===== config.mk =====
export PLATFORM = sky130hd
export DESIGN_NAME = adc_fir_lowpass_29tap_unit
export DESIGN_NICKNAME = d
export VERILOG_FILES = /design/src/hdl/afl_pkg.sv /design/src/hdl/afl_cell.sv /design/src/hdl/afl_mac.sv /design/src/hdl/adc_fir_lowpass_29tap_unit.sv
export SDC_FILE = /design/constraint.sdc
export NUM_CORES = 2
export LEC_CHECK = 0
export BUFFER_PORTS_ARGS = -buffer_cell sky130_fd_sc_hd__buf_4
export CORE_ASPECT_RATIO = 1.1
export CORE_MARGIN = 4
export CORE_UTILIZATION = 35
export CTS_BUF_LIST = sky130_fd_sc_hd__clkbuf_8
export DETAILED_ROUTE_END_ITERATION = 12
export PLACE_DENSITY = 0.51
export SLEW_MARGIN = 30
export SYNTH_ARGS = -nofsm -noshare
export SYNTH_HDL_FRONTEND = slang
export SYNTH_SLANG_ARGS = --single-unit

===== constraint.sdc =====
create_clock -name i_clk -period 9.6 [get_ports i_clk]
set_input_delay 1.44 -clock i_clk [delete_from_list [all_inputs] [get_ports i_clk]]
set_output_delay 1.44 -clock i_clk [all_outputs]
set_load 0.01 [all_outputs]

===== src/hdl/afl_pkg.sv =====
// Shared constants, types and the coefficient table for the 29-tap low-pass FIR.
// Used by afl_cell, afl_mac and adc_fir_lowpass_29tap_unit.
package afl_pkg;

    localparam int TAPS_DEF  = 29;
    localparam int MAX_TAPS  = 64;
    localparam int RAW_W     = 12;
    localparam int SAMPLE_W  = 16;
    localparam int COEF_W    = 16;
    localparam int FRAC_BITS = 15;
    localparam int OUT_W     = 16;
    localparam int PROD_W    = SAMPLE_W + 1 + COEF_W;
    localparam int TABLE_LEN = 29;

    localparam logic signed [COEF_W-1:0] COEF_TABLE [TABLE_LEN] = '{
        -16'sd60,   -16'sd52,   16'sd0,     16'sd121,   16'sd265,
        16'sd280,   16'sd0,     -16'sd570,  -16'sd1119, -16'sd1093,
        16'sd0,     16'sd2216,  16'sd4987,  16'sd7305,  16'sd8208,
        16'sd7305,  16'sd4987,  16'sd2216,  16'sd0,     -16'sd1093,
        -16'sd1119, -16'sd570,  16'sd0,     16'sd280,   16'sd265,
        16'sd121,   16'sd0,     -16'sd52,   -16'sd60
    };

    typedef struct packed {
        logic shift;
    } t_cell_ctl;

    typedef struct packed {
        logic valid;
        logic first;
        logic last;
    } t_mac_ctl;

    typedef struct packed {
        logic             done;
        logic [OUT_W-1:0] result;
    } t_mac_out;

    function automatic logic signed [COEF_W-1:0] coef_q15(input int k);
        logic signed [COEF_W-1:0] c;
        c = '0;
        if (k >= 0 && k < TABLE_LEN) begin
            c = COEF_TABLE[k];
        end
        return c;
    endfunction

    function automatic logic [SAMPLE_W-1:0] widen12(input logic [RAW_W-1:0] raw);
        return {raw, raw[RAW_W-1 -: 4]};
    endfunction

endpackage


===== src/hdl/afl_cell.sv =====
// One delay-line cell: holds a widened sample and takes its neighbor's on shift.
// Depends on afl_pkg.
module afl_cell
    import afl_pkg::*;
(
    input  logic                i_clk,
    input  logic                i_rst_n,
    input  t_cell_ctl           i_ctl,
    input  logic [SAMPLE_W-1:0] i_data,
    output logic [SAMPLE_W-1:0] o_data
);

    logic [SAMPLE_W-1:0] r_data;
    logic [SAMPLE_W-1:0] n_data;

    always_comb begin
        n_data = r_data;
        if (i_ctl.shift) begin
            n_data = i_data;
        end
    end

    always_ff @(posedge i_clk) begin
        if (!i_rst_n) begin
            r_data <= '0;
        end else begin
            r_data <= n_data;
        end
    end

    assign o_data = r_data;

endmodule


===== src/hdl/afl_mac.sv =====
// Shared multiply-accumulate with rounding and saturation of the finished sum.
// Depends on afl_pkg.
module afl_mac
    import afl_pkg::*;
#(
    parameter int TAPS = TAPS_DEF
) (
    input  logic                     i_clk,
    input  logic                     i_rst_n,
    input  t_mac_ctl                 i_ctl,
    input  logic [SAMPLE_W-1:0]      i_tap,
    input  logic signed [COEF_W-1:0] i_coef,
    output t_mac_out                 o_mac
);

    localparam int ACC_W = PROD_W + $clog2(TAPS);

    logic signed [PROD_W-1:0] r_prod;
    logic                     r_pvalid;
    logic                     r_pfirst;
    logic                     r_plast;
    logic signed [ACC_W-1:0]  r_acc;
    logic signed [ACC_W-1:0]  n_acc;
    logic                     r_done;

    logic signed [ACC_W:0]    w_rnd;
    logic signed [ACC_W:0]    w_q;
    logic [OUT_W-1:0]         w_result;

    always_ff @(posedge i_clk) begin
        r_prod   <= signed'({1'b0, i_tap}) * i_coef;
        r_pfirst <= i_ctl.first;
        r_plast  <= i_ctl.last;
        r_acc    <= n_acc;
        if (!i_rst_n) begin
            r_pvalid <= 1'b0;
            r_done   <= 1'b0;
        end else begin
            r_pvalid <= i_ctl.valid;
            r_done   <= r_pvalid && r_plast;
        end
    end

    always_comb begin
        n_acc = r_acc;
        if (r_pvalid) begin
            if (r_pfirst) begin
                n_acc = ACC_W'(r_prod);
            end else begin
                n_acc = r_acc + ACC_W'(r_prod);
            end
        end
    end

    always_comb begin
        w_rnd = (ACC_W+1)'(r_acc) + (ACC_W+1)'(1 << (FRAC_BITS - 1));
        w_q   = w_rnd >>> FRAC_BITS;
        if (w_rnd[ACC_W]) begin
            w_result = '0;
        end else if (|w_q[ACC_W:OUT_W]) begin
            w_result = '1;
        end else begin
            w_result = w_q[OUT_W-1:0];
        end
    end

    assign o_mac.done   = r_done;
    assign o_mac.result = w_result;

endmodule


===== src/hdl/adc_fir_lowpass_29tap_unit.sv =====
// Top level of the 29-tap low-pass FIR for 12-bit ADC samples.
// Depends on afl_pkg, afl_cell and afl_mac.
//
// Input channel: i_valid / o_stall with i_raw_sample; a transfer happens at a
// clock edge with i_valid high and o_stall low. Output channel: o_valid /
// i_stall with o_filtered_sample, one result per input sample.
// The sample is widened to 16 bits and loaded into a chain of TAPS cells.
// The chain then rotates once per cycle through all TAPS cells, presenting one tap
// per cycle to a single shared multiply-accumulate, and ends where it began.
// o_stall stays high from the input transfer until the result leaves the hold
// state, so no new sample is taken while one is being filtered; the one
// multiplier has two register stages, product and accumulator.
// A finished result waits in the output register while the next sample is
// taken and filtered; if the receiver still stalls when the next result is
// ready, the block holds it and keeps o_stall high until the output drains.
// Reset (i_rst_n low, synchronous) clears all cells to zero, drops any
// pending result and returns the block to idle.
module adc_fir_lowpass_29tap_unit
    import afl_pkg::*;
#(
    parameter int TAPS = TAPS_DEF
) (
    input  logic              i_clk,
    input  logic              i_rst_n,
    input  logic              i_valid,
    output logic              o_stall,
    input  logic [RAW_W-1:0]  i_raw_sample,
    output logic              o_valid,
    input  logic              i_stall,
    output logic [OUT_W-1:0]  o_filtered_sample
);

    localparam int CNT_W = $clog2(TAPS);

    typedef enum logic [1:0] {
        S_IDLE,
        S_RUN,
        S_DRAIN,
        S_HOLD
    } t_state;

    t_state              r_state;
    logic [CNT_W-1:0]    r_cnt;
    logic                r_ovalid;
    logic [OUT_W-1:0]    r_out;

    logic                w_load;
    logic                w_run;
    t_cell_ctl           w_cell_ctl;
    logic [SAMPLE_W-1:0] w_chain [TAPS];
    logic [SAMPLE_W-1:0] w_head;
    t_mac_ctl            w_mac_ctl;
    t_mac_out            w_mac;
    logic                w_out_free;

    assign w_load     = (r_state == S_IDLE) && i_valid;
    assign w_run      = (r_state == S_RUN);
    assign w_out_free = !r_ovalid || !i_stall;
    assign w_cell_ctl.shift = w_load || w_run;
    assign w_head     = w_load ? widen12(i_raw_sample) : w_chain[TAPS-1];

    genvar g;
    generate
        for (g = 0; g < TAPS; g++) begin : g_cell
            afl_cell u_cell (
                .i_clk  (i_clk),
                .i_rst_n(i_rst_n),
                .i_ctl  (w_cell_ctl),
                .i_data ((g == 0) ? w_head : w_chain[(g == 0) ? 0 : g-1]),
                .o_data (w_chain[g])
            );
        end
    endgenerate

    assign w_mac_ctl.valid = w_run;
    assign w_mac_ctl.first = w_run && (r_cnt == CNT_W'(TAPS - 1));
    assign w_mac_ctl.last  = w_run && (r_cnt == '0);

    afl_mac #(
        .TAPS(TAPS)
    ) u_mac (
        .i_clk  (i_clk),
        .i_rst_n(i_rst_n),
        .i_ctl  (w_mac_ctl),
        .i_tap  (w_chain[TAPS-1]),
        .i_coef (coef_q15(int'(r_cnt))),
        .o_mac  (w_mac)
    );

    always_ff @(posedge i_clk) begin
        if (!i_rst_n) begin
            r_state  <= S_IDLE;
            r_cnt    <= '0;
            r_ovalid <= 1'b0;
            r_out    <= '0;
        end else begin
            if (r_ovalid && !i_stall && (r_state != S_HOLD)) begin
                r_ovalid <= 1'b0;
            end
            unique case (r_state)
                S_IDLE: begin
                    if (i_valid) begin
                        r_cnt   <= CNT_W'(TAPS - 1);
                        r_state <= S_RUN;
                    end
                end
                S_RUN: begin
                    r_cnt <= r_cnt - 1'b1;
                    if (r_cnt == '0) begin
                        r_state <= S_DRAIN;
                    end
                end
                S_DRAIN: begin
                    if (w_mac.done) begin
                        r_state <= S_HOLD;
                    end
                end
                S_HOLD: begin
                    if (w_out_free) begin
                        r_out    <= w_mac.result;
                        r_ovalid <= 1'b1;
                        r_state  <= S_IDLE;
                    end
                end
                default: begin
                    r_state <= S_IDLE;
                end
            endcase
        end
    end

    assign o_stall           = (r_state != S_IDLE);
    assign o_valid           = r_ovalid;
    assign o_filtered_sample = r_out;

endmodule

==> reports/qor.yml <==
final_cell_mix: "1,102 x nand2_1, 524 x dfxtp_1, 449 x a21boi_0, 307 x inv_1, 195 x fa_1"
post-cts-setup-buffers: 0
nNetsFinal: 4057
grt_max_degree: 209
finClkSkew_ns: 0.0375
path_delay_family: "adder cells"
place_inst: 4753
core_area_um2: 90900
fin_hold_ws_ns: 0.440
drive_above_1_share_pct: 6.67
antenna_found_initial: 3
crit_top_cell: "fa_1"
critical_path_buf_inv_count: 2
layout_min_cycle_time_ns: 8.00
cp.arrival_ns: 8.59
syn_nets: 4111
min_to: "u_mac.r_done"
worstHoldStart: "u_mac.r_plast"
globalplace.congestion: 0.824
rr_startpoint: "r_cnt[3]"
criticalPathCategory: "reg2reg"
drt.antenna.violating_nets: 0
synth_area_um2: 32000
ys.flop_type: "dfxtp_1"
synth_warnings: 0
clk-insertion-delay-late_ns: 0.73
place_area_um2: 33200
grt_pass1_wl_um: 119000
power_mw: 8.31
grt_overflow: 0
htreeDepth: 3
ys_types: 85
routed_wl_um: 69800
hold_violations: 0
start_kind: "register"
initial_core_util_pct: 35.2
worst_ep_required_time_ns: 10.19
dr_total_vias: 23300
setup_viol: 0
clock_path_buffers: 3
critPathSlowestCell: "dfxtp_1"
drv_cap: 0
drv_slew: 0
drc: 0
numPortBuffers: 33
r2r-end: "u_mac.r_prod[31]"
cp_cell_sequence: "nand2_1, nand3_1, a31o_2, nand2_1, and2_1, fa_1, fa_1, fa_1, fa_1, fa_1, inv_1, fa_1, inv_1, ha_1, a21oi_1, nand2b_1, a211oi_1, o31a_1, o21ai_1, and3_1, a41oi_1, a41oi_1, xor2_1"
ctsHoldBuffers: 0
die_w_um: 296
drtIter0Drc: 1369
final_common_cell: "nand2_1"
ys_seq_area_share_pct: 36.4
clk_pin_slew_ns: 0.07
relSlewSlack_pct: 30.9
synth_edf_count: 38
max_slew.worst_pin.slew_ns: 1.04
gr-usage-all-layers_pct: 14.6
ctsResizeCount: 0
clkSinkCount: 563
syn_inst: 3729
ys_seq_elements: 563
syn_to_final_growth_pct: 10.3
hold_class: "reg2reg"
r2r.worst_path.cells: 23
max_stage_delay_ns: 0.89
cts_tree: "done"
detail_route.vias_per_cell: 4.72
cts-buffers-inserted: 100
setup.worst_path.end_class: "register"
reg2reg_slack_ns: 1.60
die_area_um2: 96400
fmax_ghz: 0.125
place_hpwl_um: 45600
cts-root-buf: "clkbuf_8"
die_y_um: 325
holdPathStages: 1
tns_ns: 0
layout.cells.non_filler: 4933
wire_per_inst_um: 14.1
powerDensity_nw_per_um2: 235
p_leak_nw: 13.9
std_cell_rows: 116
io_pins: 34
postSynthAreaPerCell_um2: 8.59
rsz0062_at_grt: "false"
first_global_vias: 23400
fillers: 9416
ir_drop_mv: 0.260
finalCritPeriodShare_pct: 83.3
drtPass1Iterations: 5
async_reset_ff_share_pct: 0
crit_path_max_fanout: 28
final_area_um2: 35300
status: "finished clean"
## layout make-up
type,instances,area [µm²],area share (%)
timing repair buffer,66,536,1.52
tap,1180,1480,4.18
antenna,3,7.51,0.0213
clock inverter,49,339,0.960
clock buffer,128,1760,4.99
inverter,279,1050,2.96
multi-input combinational,2665,18500,52.4
sequential,563,11700,33.0
## worst max path at each step
stage / start / endpoint / cells after the start / slack (ns)
floorplan: r_cnt[0] / u_mac.r_prod[30] / 29 / 2.35
global placement: r_cnt[1] / u_mac.r_prod[30] / 28 / 1.68
global route: r_cnt[3] / u_mac.r_prod[30] / 26 / 0.96
detailed placement: r_cnt[3] / u_mac.r_prod[31] / 23 / 1.64
finish: r_cnt[3] / u_mac.r_prod[31] / 23 / 1.60
CTS: r_cnt[3] / u_mac.r_prod[31] / 23 / 1.60
## metrics by stage
stage / setup WS [ns] / util [%]
after floorplan: 2.35 / -
after global placement: 1.68 / 36.5
after detailed placement: 1.64 / 36.6
after CTS: 1.60 / 38.9
after global routing: 0.959 / 38.9
final: 1.60 / 38.9
## registers in the layout, indices dropped and copies added, names as in the netlist
signal	cells
r_state	2
u_mac.r_acc	38
u_mac.r_plast	1
u_mac.r_pfirst	1
r_cnt	5
u_mac.r_done	1
u_mac.r_prod	33
g_cell.u_cell.o_data	464
o_valid	1
u_mac.r_pvalid	1
o_filtered_sample	16
## where the power goes
group          switching (mW)  leakage (nW)  internal (mW)
clock                    1.02          1.19           1.28
sequential              0.143          4.59           2.58
combinational            2.28          8.08           1.02
## cells by family (layout without fill, tap and decap cells)
kind of cell | Yosys count | count (layout) | share of synthesized area (%)
simple gates | 1424 | 1424 | 18.7
compound gates | 781 | 781 | 17.4
flops | 563 | 563 | 36.4
buf+inv | 501 | 522 | 5.92
fa+ha+maj | 366 | 366 | 18.9
xor+xnor | 71 | 71 | 1.94
mux | 23 | 23 | 0.727
other cells | 0 | 3 | 0
## cell usage after synthesis (15+ instances only)
cell type	number	area, µm²
a211oi_1	15	113
a21boi_0	449	3370
a21o_1	27	203
a21oi_1	83	415
a22o_1	16	140
a31oi_1	15	93.8
and2_1	136	851
clkbuf_1	213	800
dfxtp_1	525	10500
edfxtp_1	38	1140
fa_1	195	3900
ha_1	171	2140
inv_1	277	1040
mux2i_1	21	210
nand2_1	1102	4140
nand3_1	17	85.1
nor2_1	74	278
o21ai_0	75	375
xnor2_1	36	315
xor2_1	35	307
## per-layer routing
| metal | global-route usage (%) | vias to the layer above | routed length, µm |
|---|---|---|---|
| met2 | 23.6 | 337 | 31700 |
| li1 | - | 12000 | - |
| met1 | 19.8 | 10800 | 33700 |
| met4 | 4.87 | 0 | 1750 |
| met5 | 0 | - | 0 |
| met3 | 2.56 | 124 | 2600 |
Note: power is estimated with default switching activity, not from simulation.
